===== src/sv/assert_macros.svh =====
// Assertion macros included by the top-level RTL file.
`ifndef ASSERT_MACROS_SVH
`define ASSERT_MACROS_SVH
// Check that a condition implies a consequence on the same edge.
`define ASSERT_IMPL(label, clk, rst_n, ante, cons) \
  label: assert property (@(posedge clk) disable iff (!rst_n) (ante) |-> (cons)) \
    else $error("assertion failed");
// Check that a condition implies a consequence on the next edge.
`define ASSERT_NEXT(label, clk, rst_n, ante, cons) \
  label: assert property (@(posedge clk) disable iff (!rst_n) (ante) |=> (cons)) \
    else $error("assertion failed");
`endif


===== src/sv/sov_ram.sv =====
// Generic simple dual-port RAM (one write port, one read port) with registered read.
module sov_ram #(
  parameter int unsigned Width = 17,
  parameter int unsigned Depth = 128
) (
  input  logic                     clk_i,
  input  logic                     we_i,
  input  logic [$clog2(Depth)-1:0] waddr_i,
  input  logic [Width-1:0]         wdata_i,
  input  logic [$clog2(Depth)-1:0] raddr_i,
  output logic [Width-1:0]         rdata_o
);
  logic [Width-1:0] mem_q [Depth];

  always_ff @(posedge clk_i) begin
    if (we_i) begin
      mem_q[waddr_i] <= wdata_i;
    end
    rdata_o <= mem_q[raddr_i];
  end
endmodule


===== config.mk =====
export PLATFORM = sky130hd
export DESIGN_NAME = sov_ram
export DESIGN_NICKNAME = d
export VERILOG_FILES = /design/src/sv/assert_macros.svh /design/src/sv/sov_ram.sv
export SDC_FILE = /design/constraint.sdc
export NUM_CORES = 2
export LEC_CHECK = 0
export BUFFER_PORTS_ARGS = -buffer_cell sky130_fd_sc_hd__buf_2
export CAP_MARGIN = 30
export CORE_MARGIN = 2
export CORE_UTILIZATION = 50
export CTS_CLUSTER_SIZE = 8
export DETAILED_ROUTE_END_ITERATION = 10
export PLACE_DENSITY = 0.74
export SYNTH_ARGS = -nofsm -noshare
export SYNTH_HDL_FRONTEND = slang
export SYNTH_SLANG_ARGS = --single-unit

===== constraint.sdc =====
create_clock -name clk_i -period 9.4 [get_ports clk_i]
set_input_delay 1.88 -clock clk_i [delete_from_list [all_inputs] [get_ports clk_i]]
set_output_delay 1.88 -clock clk_i [all_outputs]
set_load 0.005 [all_outputs]

==> results_dict.tcl <==
set metrics [dict create \
    core_area_sq_mm 0.165 \
    dp_hpwl_microns 110000 \
    end_kind "register" \
    vias 39300 \
    cp.arrival_ns 5.40 \
    power.share.combinational_pct 4.6 \
    tightest_slew_ns 1.11 \
    vias_per_cell 6.65 \
    final.period_utilization_pct 49.3 \
    leakage_nw 29.9 \
    drc 0 \
    ant_nets 0 \
    grt_setup_unrepaired "false" \
    dieArea_sq_mm 0.170 \
    clockBufferDepth 4 \
    syn_nets 3302 \
    cts_sinks 2193 \
    yosys_warnings 0 \
    crit_start "raddr_i[2]" \
    finalMaxSlewViolations 0 \
    grtUsageTotal_pct 25.4 \
    antenna_found_initial 25 \
    placed_cells 5509 \
    cp_data_required_time_ns 10.17 \
    post_cts_buffers 0 \
    post-place-ws_ns 3.97 \
    ys_seq_area_share_pct 78.7 \
    grt_pass1_wl_microns 301000 \
    p_per_area_mw_per_mm2 227 \
    hold_viol_final 0 \
    num-fill-cells 10900 \
    cts_buffers 324 \
    rr_startpoint "mem_q[41][4]" \
    swShare_pct 20.5 \
    clk_pin_slew_worst_paths_ns 0.05 \
    synth_area_sq_mm 0.0834 \
    rrSetupSlack_ns 6.78 \
    post-route-util_pct 58.3 \
    grt_pass1_vias 40200 \
    hold_buffers 0 \
    final.setup_skew_ns 0.0649 \
    drive_gt1_share_pct 37.5 \
    final_common_cell "edfxtp_1" \
    clock-root-buffer "clkbuf_16" \
    yosysTopAreaCellShare_pct 78.3 \
    drv_cap 0 \
    worstRegToRegCells 4 \
    die_x_microns 412 \
    power_frac_clock_pct 45.7 \
    startpoint_type "input pin" \
    worstHoldPathType "reg -> reg" \
    post_cts_resize_count 0 \
    seqPwrFrac_pct 49.7 \
    area_growth_pct 15.5 \
    setup_violations 0 \
    p_int_mw 17.4 \
    met1_usage_pct 35.0 \
    grt_max_degree 103 \
    ys_ff_latch 2193 \
    tritoncts "done" \
    fin_crit_ns 4.63 \
    ios 50 \
    power.switching_mw 4.49 \
    synth_cell_types 17 \
    globalRouteMet2Util_pct 39.1 \
    dr.first_iter.drc_count 6340 \
    worst_r2r_endpoint "rdata_o[4]" \
    crit_fanout 85 \
    vdd_drop_max_mv 0.223 \
    synthesis.instances 3269 \
    fin_nets 3687 \
    fmax_mhz 216 \
    clock_latency_ns 0.92 \
    instances_no_fill 5914 \
    grt.busiest_layer "met2" \
    htree_levels 5 \
    run_status "completed" \
    met3_usage_pct 7.45 \
    place.gp.congestion 0.808 \
    layout_setup_ws_ns 4.77 \
    layout_common_cells "edfxtp_1 (2176), mux4_2 (714), clkbuf_16 (327), buf_4 (168), nor2_2 (81)" \
    synth_area_leaders "edfxtp_1 (78%), mux4_2 (19%), nor2_1 (0.55%), clkbuf_1 (0.50%), dfxtp_1 (0.41%)" \
    drt-total-wl_microns 213000 \
    worstSetupPathType "in -> reg" \
    setup_tns_ns 0 \
    initial_core_util_pct 50.4 \
    die_h_microns 412 \
    hold_ws_ns 1.15 \
    rows 149 \
    grt-ovfl-total 0 \
    wire_per_inst_microns 35.9 \
    max-slew-margin-rel_pct 26.2 \
    portBuffers 49 \
    synth_area_per_cell_sq_um 25.5 \
    firstDrtPassIters 5 \
    synth_top_area_cell "edfxtp_1" \
    cp-endpoint "rdata_o[1]" \
]
-- per-stage QoR --
stage                     total power [mW]  cell area [sq um]
after floorplan                       11.5              83400
after global routing                  22.4              96300
final                                 21.9              96400
after CTS                             21.9              96100
after detailed placement              12.0              87600
after global placement                12.0              87300
-- cells in the mapped netlist (all sizes together) --
cell type / n
buf: 64
clkbuf: 111
dfxtp: 17
edfxtp: 2176
mux2: 17
mux4: 714
nand2: 14
nand2b: 2
nand3: 12
nand4: 3
nor2: 122
nor2b: 7
nor3: 9
or3: 1
-- worst max-delay path, cell delays in order --
cell and delay [ns]:
buf_8 0.52, buf_4 0.85, mux4_2 0.44, mux4_2 0.55, mux4_2 0.62, mux2_2 0.31
-- layer usage --
metal	routed length [microns]	vias to the layer above
met5	108	-
met4	7650	18
met3	27900	466
met2	101000	2951
met1	75800	20900
li1	-	14900
-- power by group through the flow --
stage	clock network [mW]	registers (mW)	logic [mW]
after floorplan	0	11.0	0.530
after global placement	0	11.0	0.954
after detailed placement	0	11.1	0.974
after CTS	10.1	10.9	0.986
after global routing	10.5	10.9	1.04
final	9.99	10.9	1.00
-- worst min-delay path by stage --
stage                   from     endpoint  slack (ns)  cells past startpoint
6_report        mem_q[14][4]   rdata_o[4]        1.15                      4
5_1_grt         mem_q[61][9]   rdata_o[9]        1.18                      4
4_1_cts        mem_q[78][10]  rdata_o[10]        1.15                      4
3_5_place_dp    mem_q[90][6]   rdata_o[6]        1.13                      4
3_3_place_gp   mem_q[88][10]  rdata_o[10]        1.11                      4
2_1_floorplan   mem_q[36][0]   rdata_o[0]        1.07                      4
-- final cells by class --
| class | instances | area [sq um] | share of cell area (%) |
|---|---|---|---|
| clock inverter | 9 | 93.8 | 0.0974 |
| timing repair buffer | 234 | 2210 | 2.29 |
| antenna | 9 | 22.5 | 0.0234 |
| sequential | 2193 | 65700 | 68.2 |
| tap | 2189 | 2740 | 2.84 |
| multi-input combinational | 901 | 17200 | 17.9 |
| clock buffer | 379 | 8380 | 8.69 |
-- registers in the layout, indices dropped and copies added (netlist names) --
register  flops
mem_q      2176
rdata_o      17
-- kinds of logic after synthesis --
family        Yosys count  share of synthesized area (%)
flops                2193                           78.7
mux                   731                           19.5
buf+inv               175                          0.912
simple gates          170                          0.836
Note: power is estimated with default switching activity, not from simulation.
