==> src/sv/assert_macros.svh <==
// Assertion macros included by the top-level RTL file.
`ifndef ASSERT_MACROS_SVH
`define ASSERT_MACROS_SVH
// Check that a condition implies a consequence on the same edge.
`define ASSERT_IMPL(label, clk, rst_n, ante, cons) \
  label: assert property (@(posedge clk) disable iff (!rst_n) (ante) |-> (cons)) \
    else $error("assertion failed");
// Check that a condition implies a consequence on the next edge.
`define ASSERT_NEXT(label, clk, rst_n, ante, cons) \
  label: assert property (@(posedge clk) disable iff (!rst_n) (ante) |=> (cons)) \
    else $error("assertion failed");
`endif

==> src/sv/sov_pkg.sv <==
// Package with the types and constants of the octant visibility block.
package sov_pkg;
  localparam int unsigned RowW = 8;
  localparam int unsigned DistW = 9;

  typedef enum logic [3:0] {
    ST_IDLE,
    ST_DIV_B,
    ST_DIV_E,
    ST_SCAN,
    ST_SCAN_WAIT,
    ST_DECIDE,
    ST_SHIFT_RD,
    ST_SHIFT_WR,
    ST_WRITE,
    ST_FULL_RD,
    ST_FULL_WAIT,
    ST_OUT
  } sov_state_e;

  typedef struct packed {
    logic start;
    logic busy;
  } sov_div_ctl_t;
endpackage

==> src/sv/sov_div.sv <==
// Restoring divider producing one quotient bit a cycle, saturating.
module sov_div #(
  parameter int unsigned NumW  = 9,
  parameter int unsigned DenW  = 9,
  parameter int unsigned FracW = 16
) (
  input  logic                 clk_i,
  input  logic                 rst_ni,
  input  logic                 start_i,
  input  logic [NumW-1:0]      num_i,
  input  logic [DenW-1:0]      den_i,
  output sov_pkg::sov_div_ctl_t ctl_o,
  output logic                 done_o,
  output logic [FracW:0]       quo_o
);
  import sov_pkg::*;

  localparam int unsigned QW = NumW + FracW;
  localparam int unsigned CntW = $clog2(QW + 1);

  logic [QW-1:0]   dvd_q, dvd_d;
  logic [QW-1:0]   quo_q, quo_d;
  logic [DenW:0]   rem_q, rem_d;
  logic [DenW-1:0] den_q, den_d;
  logic [CntW-1:0] cnt_q, cnt_d;
  logic            busy_q, busy_d;
  logic            done_q, done_d;
  logic [DenW:0]   trial;

  always_comb begin
    dvd_d  = dvd_q;
    quo_d  = quo_q;
    rem_d  = rem_q;
    den_d  = den_q;
    cnt_d  = cnt_q;
    busy_d = busy_q;
    done_d = 1'b0;
    trial  = {rem_q[DenW-1:0], dvd_q[QW-1]};
    if (start_i) begin
      dvd_d  = {num_i, {FracW{1'b0}}};
      quo_d  = '0;
      rem_d  = '0;
      den_d  = den_i;
      cnt_d  = CntW'(QW);
      busy_d = 1'b1;
    end else if (busy_q) begin
      dvd_d = dvd_q << 1;
      if (trial >= {1'b0, den_q}) begin
        rem_d = trial - {1'b0, den_q};
        quo_d = {quo_q[QW-2:0], 1'b1};
      end else begin
        rem_d = trial;
        quo_d = {quo_q[QW-2:0], 1'b0};
      end
      cnt_d = cnt_q - 1'b1;
      if (cnt_q == CntW'(1)) begin
        busy_d = 1'b0;
        done_d = 1'b1;
      end
    end
  end

  always_ff @(posedge clk_i or negedge rst_ni) begin
    if (!rst_ni) begin
      busy_q <= 1'b0;
      done_q <= 1'b0;
      cnt_q  <= '0;
    end else begin
      busy_q <= busy_d;
      done_q <= done_d;
      cnt_q  <= cnt_d;
    end
  end

  always_ff @(posedge clk_i) begin
    dvd_q <= dvd_d;
    quo_q <= quo_d;
    rem_q <= rem_d;
    den_q <= den_d;
  end

  assign ctl_o.start = start_i;
  assign ctl_o.busy  = busy_q;
  assign done_o      = done_q;
  assign quo_o = (|quo_q[QW-1:FracW+1]) ? {(FracW+1){1'b1}} : quo_q[FracW:0];
endmodule

==> config.mk <==
export PLATFORM = sky130hd
export DESIGN_NAME = sov_div
export DESIGN_NICKNAME = d
export VERILOG_FILES = /design/src/sv/assert_macros.svh /design/src/sv/sov_pkg.sv /design/src/sv/sov_div.sv
export SDC_FILE = /design/constraint.sdc
export NUM_CORES = 1
export LEC_CHECK = 0
export BUFFER_PORTS_ARGS = -buffer_cell sky130_fd_sc_hd__buf_2
export CAP_MARGIN = 20
export CORE_ASPECT_RATIO = 0.6
export CORE_MARGIN = 2
export CORE_UTILIZATION = 55
export DETAILED_ROUTE_END_ITERATION = 12
export PLACE_DENSITY = 0.76
export SLEW_MARGIN = 10
export SYNTH_ARGS = -nofsm -noshare
export SYNTH_HDL_FRONTEND = slang
export SYNTH_SLANG_ARGS = --single-unit
==> constraint.sdc <==
create_clock -name clk_i -period 2.87 [get_ports clk_i]
set_input_delay 0.4305 -clock clk_i [delete_from_list [all_inputs] [get_ports clk_i]]
set_output_delay 0.4305 -clock clk_i [all_outputs]
set_load 0.02 [all_outputs]
==> results of run 1 <==
## through the flow
step           cell area [µm²]  total power [mW]  setup WS (ps)  std cells  hold WS [ps]
2_1_floorplan             2903             1.439          519.1        272         134.9
3_3_place_gp              3129             1.525          468.1        365         270.9
3_5_place_dp              3129             1.543          364.4        365         271.8
4_1_cts                   3324             2.232          329.6        382         253.8
5_1_grt                   3324             2.337          185.7        382         256.6
6_report                  3324             2.217          333.4        382         266.5
## report_power, final
part / total [mW] / switching, mW / internal [mW]
clock network: 0.685 / 0.341 / 0.343
registers: 0.997 / 0.0587 / 0.938
logic: 0.536 / 0.289 / 0.247
## cell usage in the layout, fill, tap and decap left out, drive strengths merged, types with 3 or more instances in the layout
master	netlist	layout
dfxtp	34	34
a21oi	4	4
edfxtp	18	18
nand2	8	8
clkinv	0	3
nand2b	6	6
a311oi	3	3
clkbuf	7	10
xnor2	4	4
buf	10	44
inv	13	15
mux2	8	8
o21bai	3	3
dfrtp	7	7
ha	11	11
nor2	40	40
or2	19	19
mux2i	32	32
a211oi	8	8
a21o	3	3
xor2	5	5
o21ai	3	3
## worst paths after layout
check                           depth (start not counted)              startpoint  slack, ps                      to
worst min register to register                          2  quo_q[24]$_SDFFE_PP0P_        510  quo_q[24]$_SDFFE_PP0P_
min in group asynchronous                               2                  rst_ni        450        busy_q$_DFF_PN0_
worst min-delay path                                    1                den_i[1]        270      den_q[1]$_DFFE_PP_
worst max register to register                         10     dvd_q[24]$_DFFE_PP_        330   rem_q[6]$_SDFFE_PP0P_
max in group asynchronous                               2                  rst_ni       2250        busy_q$_DFF_PN0_
worst max-delay path                                   10     dvd_q[24]$_DFFE_PP_        330   rem_q[6]$_SDFFE_PP0P_
## metal layers
metal	global-route usage	vias to the layer above	part of all wire
met1	0.2526	924	0.50
li1	-	1026	-
met4	0.09524	0	0.018
met3	0.07018	12	0.051
met2	0.2926	47	0.43
met5	0	-	0
## sequential cells by signal (all words and copies together), names as in the netlist
name,count
quo_q,25
busy_q,1
dvd_q,9
done_o,1
rem_q,9
den_q,9
cnt_q,5
## layout make-up
class | count | area (µm²) | share of cell area
clock buffers | 10 | 137.6 | 0.04140
clock inverters | 6 | 47.55 | 0.01430
inverters | 13 | 48.80 | 0.01468
multi-input cells | 183 | 1370 | 0.4121
flip-flops and latches | 59 | 1398 | 0.4204
well taps | 66 | 82.58 | 0.02484
repair buffers | 45 | 240.2 | 0.07226
## cell families after synthesis
family,Yosys count,share of synthesized area
simple gates,92,0.1625
flops,59,0.4810
mux,40,0.1414
compound gates,30,0.08664
buf+inv,30,0.04698
fa+ha+maj,12,0.05431
xor+xnor,9,0.02715
## critical path, stage by stage, from the launching register on
cell	delay, ps
edfxtp_1	390
inv_1	70
ha_1	190
inv_1	70
fa_1	440
a211oi_4	300
o21bai_4	130
a211oi_4	230
buf_4	250
mux2i_1	230
a211oi_1	90
## timing repair
item | CTS | global route
resized for setup | 0 | 0
hold buffers | 1 | 0
endpoints found under the hold margin | 7 | 0
buffers inserted | 0 | 0
## cell usage after synthesis, types with 3 or more instances
master    number  area (µm²)
xnor2_1        4       35.03
ha_1          11       137.6
nor2_1        40       150.1
inv_1         13       48.80
a211oi_1       6       45.04
a311oi_1       3       26.28
dfrtp_1        7       175.2
mux2_1         5       56.30
mux2i_1       32       320.3
a21oi_1        4       20.02
edfxtp_1      18       540.5
clkbuf_1       7       26.28
nand2_1        8       30.03
xor2_1         5       43.79
o21ai_0        3       15.01
mux2_2         3       33.78
or2_1         19       118.9
buf_1          5       18.77
nand2b_1       6       37.54
dfxtp_1       34       680.7
a21o_1         3       22.52
==> run_results.csv, run 1 <==
group,metric,value,unit
status,outcome,"finished clean",
logic_synthesis,async_flop_share,0.1186,
cts,clk_latency,330,ps
worst_setup_path,cp.arrival,2720,ps
floorplan,die_height,60.28,µm
final_layout,area_growth,14.53,%
final_layout,fill_cells,384,
power_and_ir_drop,power_density,667.0,nW/µm²
cts,clkSinkCount,59,
logic_synthesis,synth_cells,272,
worst_setup_path,required,3050,ps
sta,report.final.slew_viol_count,0,
sta,slew-limit-headroom,0.5573,
sta,setup_viol,0,
routing,avgRoutedWirePerCell,13.73,µm
logic_synthesis,netlist_area,2903,µm²
global_routing,grt_pass1_vias,1895,
worst_setup_path,critical_path_class,"reg -> reg",
logic_synthesis,yosysUniqueCellTypes,46,
routing,viasPerCell,5.259,
floorplan,dieArea,5894,µm²
placement,routabilityCongestion,0.8103,
floorplan,core-area,5080,µm²
worst_setup_path,cp-start-kind,"flip-flop",
global_routing,grt_first_pass_wirelength,8728,µm
sta,tns,0,ps
power_and_ir_drop,vdd_drop_max,379.8,µV
routing,route.detailed.drc,0,
sta,rsz0062_at_grt,"no",
routing,vias,2009,
cts,cts_buffers,9,
final_layout,fin_util,0.6544,
worst_setup_path,crit_path_end_kind,"flip-flop",
cts,cts_tree,"built",
floorplan,pin_count,41,
cts,htree_levels,3,
logic_synthesis,avgSynthCellArea,10.67,µm²
cts,clk_pin_slew,70,ps
floorplan,fp.dieW,97.79,µm
logic_synthesis,yosys_warnings,0,
placement,port_buffers,40,
logic_synthesis,ys.flop_type,"dfxtp_1",
final_layout,antenna_cells,0,
worst_setup_path,crit_path_max_fanout,15,
cts,clockBufferDepth,2,
logic_synthesis,synth_edf_count,18,
cts,cts_root_buffer,"clkbuf_8",
routing,first_pass_iters,4,
final_layout,drive_above_1_share,0.2120,
sta,fin_crit_sh,0.8838,
logic_synthesis,postSynthRegisterBits,59,
power_and_ir_drop,p_leak,1.699,nW
floorplan,start_util,0.5714,
routing,ant_nets,0,
sta,hold_viol_final,0,
logic_synthesis,syn_nets,305,
hold_path,hp-class,"in -> reg",
sta,clock_skew,7.725,ps
floorplan,rows,20,
global_routing,antenna_found_initial,0,
global_routing,grt_overflow,0,
global_routing,grt_max_degree,37,
placement,hpwl,3654,µm
routing,drtIter0Drc,147,
sta,fmax,0.3942,GHz
sta,period_minus_slack,2537,ps
logic_synthesis,seq_area_frac_synth,0.4810,
global_routing,grt_use_total,0.1944,
sta,worstMarginPinSlew,664.1,ps
run,maxCapViolations,0,
routing,wl,5246,µm
final_layout,fin_nets,344,
Power figures use the tool's default switching activity.
==> run 2, diff against run 1 <==
Settings changed: ABC_AREA set to 1, SETUP_SLACK_MARGIN set to 0.4.
==> run_results.csv, run 2 <==
group,metric,value,unit
power_and_ir_drop,vdd_drop_max,412.7,µV
worst_setup_path,required,3090,ps
hold_path,hold_depth,1,
sta,period_minus_slack,2071,ps
cts,cts_resized,0,
logic_synthesis,yosysUniqueCellTypes,30,
floorplan,rows,20,
cts,cts_tree,"built",
cts,clk_latency,330,ps
logic_synthesis,seq_area_frac_synth,0.4854,
global_routing,antenna_found_initial,0,
final_layout,largest_reg_flops,25,
worst_setup_path,cp-start-kind,"flip-flop",
global_routing,grt_first_pass_wirelength,9666,µm
cts,htree_levels,3,
final_layout,fin_util,0.6500,
final_layout,largest-register,"quo_q",
power_and_ir_drop,power_density,747.6,nW/µm²
final_layout,antenna_cells,0,
logic_synthesis,yosys-top-cells-area,"dfxtp_1, edfxtp_1, nand2_1",
routing,vias,2262,
placement,routabilityCongestion,0.8672,
floorplan,fp.dieW,97.37,µm
worst_setup_path,crit_slowest_cell,"fa_1",
sta,hold_viol_final,0,
cts,post_cts_buffers,0,
power_and_ir_drop,combPwrFrac,0.299,
power_and_ir_drop,swShare,0.3477,
placement,port_buffers,40,
logic_synthesis,synth_edf_count,18,
cts,cts_buffers,9,
power_and_ir_drop,finalPower,2.456,mW
placement,hpwl,4034,µm
routing,first_pass_iters,4,
logic_synthesis,yosysTopAreaCell,"dfxtp_1",
logic_synthesis,postSynthRegisterBits,59,
routing,wl,5744,µm
cts,cts_root_buffer,"clkbuf_8",
logic_synthesis,syn_nets,381,
logic_synthesis,avgSynthCellArea,8.266,µm²
routing,ant_nets,0,
worst_setup_path,critPathBufInv,2,
power_and_ir_drop,clkPwrFrac,0.289,
sta,fmax,0.4829,GHz
cts,cts_hold_buffers,1,
worst_setup_path,crit_chain,"inv_1 -> ha_1 -> inv_1 -> fa_1 -> nand2_1 -> nand3_2 -> nand2_2 -> nand2_4 -> o211ai_1 -> nand2_1",
logic_synthesis,ys_top_cells_by_count,"nand2_1, inv_1, dfxtp_1, o22ai_1, edfxtp_1",
floorplan,pin_count,41,
sta,clock_skew,4.966,ps
final_layout,area_growth,14.22,%
floorplan,die_height,60.02,µm
sta,slew-limit-headroom,0.3778,
run,maxCapViolations,0,
worst_setup_path,critical_path_class,"reg -> reg",
routing,drtIter0Drc,164,
sta,tns,0,ps
global_routing,grt_overflow,0,
sta,rsz0062_at_grt,"no",
power_and_ir_drop,p_seq_frac,0.413,
worst_setup_path,r2r_cells,10,
power_and_ir_drop,p_leak,1.749,nW
routing,avgRoutedWirePerCell,12.49,µm
logic_synthesis,yosys_warnings,0,
sta,worstMarginPinSlew,927.6,ps
final_layout,drive_above_1_share,0.1980,
final_layout,fill_cells,421,
global_routing,grt_pass1_vias,2115,
worst_setup_path,cp.arrival,2290,ps
logic_synthesis,async_flop_share,0.1186,
power_and_ir_drop,switching_power,0.8542,mW
placement,dpl_cell_area,3093,µm²
floorplan,core-area,5055,µm²
routing,route.detailed.drc,0,
final_layout,mostFrequentLayoutCells,"nand2_1, inv_1, buf_2",
worst_setup_path,crit_cells,10,
logic_synthesis,yosysMostFrequentCell,"nand2_1",
worst_setup_path,crit_path_max_fanout,12,
cts,clockBufferDepth,2,
status,outcome,"finished clean",
logic_synthesis,ys.flop_type,"dfxtp_1",
floorplan,start_util,0.5691,
worst_setup_path,crit_path_end_kind,"flip-flop",
routing,viasPerCell,4.917,
hold_path,hp-class,"in -> reg",
global_routing,grt_max_degree,35,
final_layout,final_common_cell,"nand2_1",
floorplan,dieArea,5844,µm²
power_and_ir_drop,intPower,1.602,mW
final_layout,final_area,3286,µm²
sta,setup_viol,0,
global_routing,grt_use_total,0.2145,
worst_setup_path,cp_slowest_stage_delay,410,ps
logic_synthesis,netlist_area,2877,µm²
worst_setup_path,critPathTopFamily,"simple AND/OR/NAND/NOR gates",
sta,report.final.slew_viol_count,0,
final_layout,fin_nets,422,
cts,clkSinkCount,59,
cts,clk_pin_slew,70,ps
logic_synthesis,synth_top_area_frac,0.2366,
sta,fin_crit_sh,0.7215,
logic_synthesis,synth_cells,348,
[run 2: final cells by class]
class	instances	area, µm²	area share
Sequential cell	59	1396	0.4250
Multi-Input combinational cell	206	1132	0.3446
Inverter	69	259.0	0.07883
Timing Repair Buffer	44	232.7	0.07083
Clock buffer	9	123.9	0.03770
Tap cell	66	82.58	0.02513
Clock inverter	7	58.81	0.01790
[run 2: routing by layer]
layer,routed length (µm),vias to the layer above,global-route usage,part of all wire
met5,0,-,0,0
met4,55,0,0.07937,0.0096
met2,2484,66,0.3340,0.43
met3,406,4,0.05965,0.071
met1,2797,1005,0.2913,0.49
li1,-,1187,-,-
[run 2: logic make-up after synthesis]
family	count (synthesis)	share of synthesized area
and+or+nand+nor	151	0.2484
xor gates and xnor gates	3	0.009136
DFF	59	0.4854
AOI/OAI and AO/OA	40	0.08134
buffers and inverters	83	0.1209
adders and majority gates	12	0.05481
[run 2: per-stage QoR]
step	hold slack, ps	worst slack (ps)	cells
2_1_floorplan	134.9	1045	348
3_3_place_gp	270.3	819.5	443
3_5_place_dp	276.4	761.0	443
4_1_cts	257.9	837.9	460
5_1_grt	258.7	635.8	460
6_report	269.6	799.2	460
[run 2: final timing paths]
kind / from / end / slack [ps]
setup / recovery: dvd_q[24]$_DFFE_PP_ / rem_q[5]$_SDFFE_PP0P_ / 800
hold reg to reg: rem_q[5]$_SDFFE_PP0P_ / rem_q[5]$_SDFFE_PP0P_ / 490
max in group asynchronous: rst_ni / cnt_q[3]$_DFFE_PN0P_ / 2250
setup reg to reg: dvd_q[24]$_DFFE_PP_ / rem_q[5]$_SDFFE_PP0P_ / 800
hold / removal: den_i[5] / den_q[5]$_DFFE_PP_ / 270
min in group asynchronous: rst_ni / cnt_q[0]$_DFFE_PN0P_ / 460
[run 2: worst reg2reg max path: stages, from the launching register on]
cell,delay [ps]
edfxtp_1,360
inv_1,100
ha_1,150
inv_1,60
fa_1,410
nand2_1,140
nand3_2,90
nand2_2,170
nand2_4,150
o211ai_1,250
nand2_1,70
[run 2: power by group through the flow]
| stage | combinational, mW | sequential, mW | clock (mW) |
|---|---|---|---|
| 2_1_floorplan | 0.620 | 1.01 | 0 |
| 5_1_grt | 0.827 | 1.02 | 0.759 |
| 6_report | 0.734 | 1.01 | 0.709 |
| 4_1_cts | 0.725 | 1.01 | 0.720 |
| 3_5_place_dp | 0.718 | 1.03 | 0 |
| 3_3_place_gp | 0.700 | 1.03 | 0 |
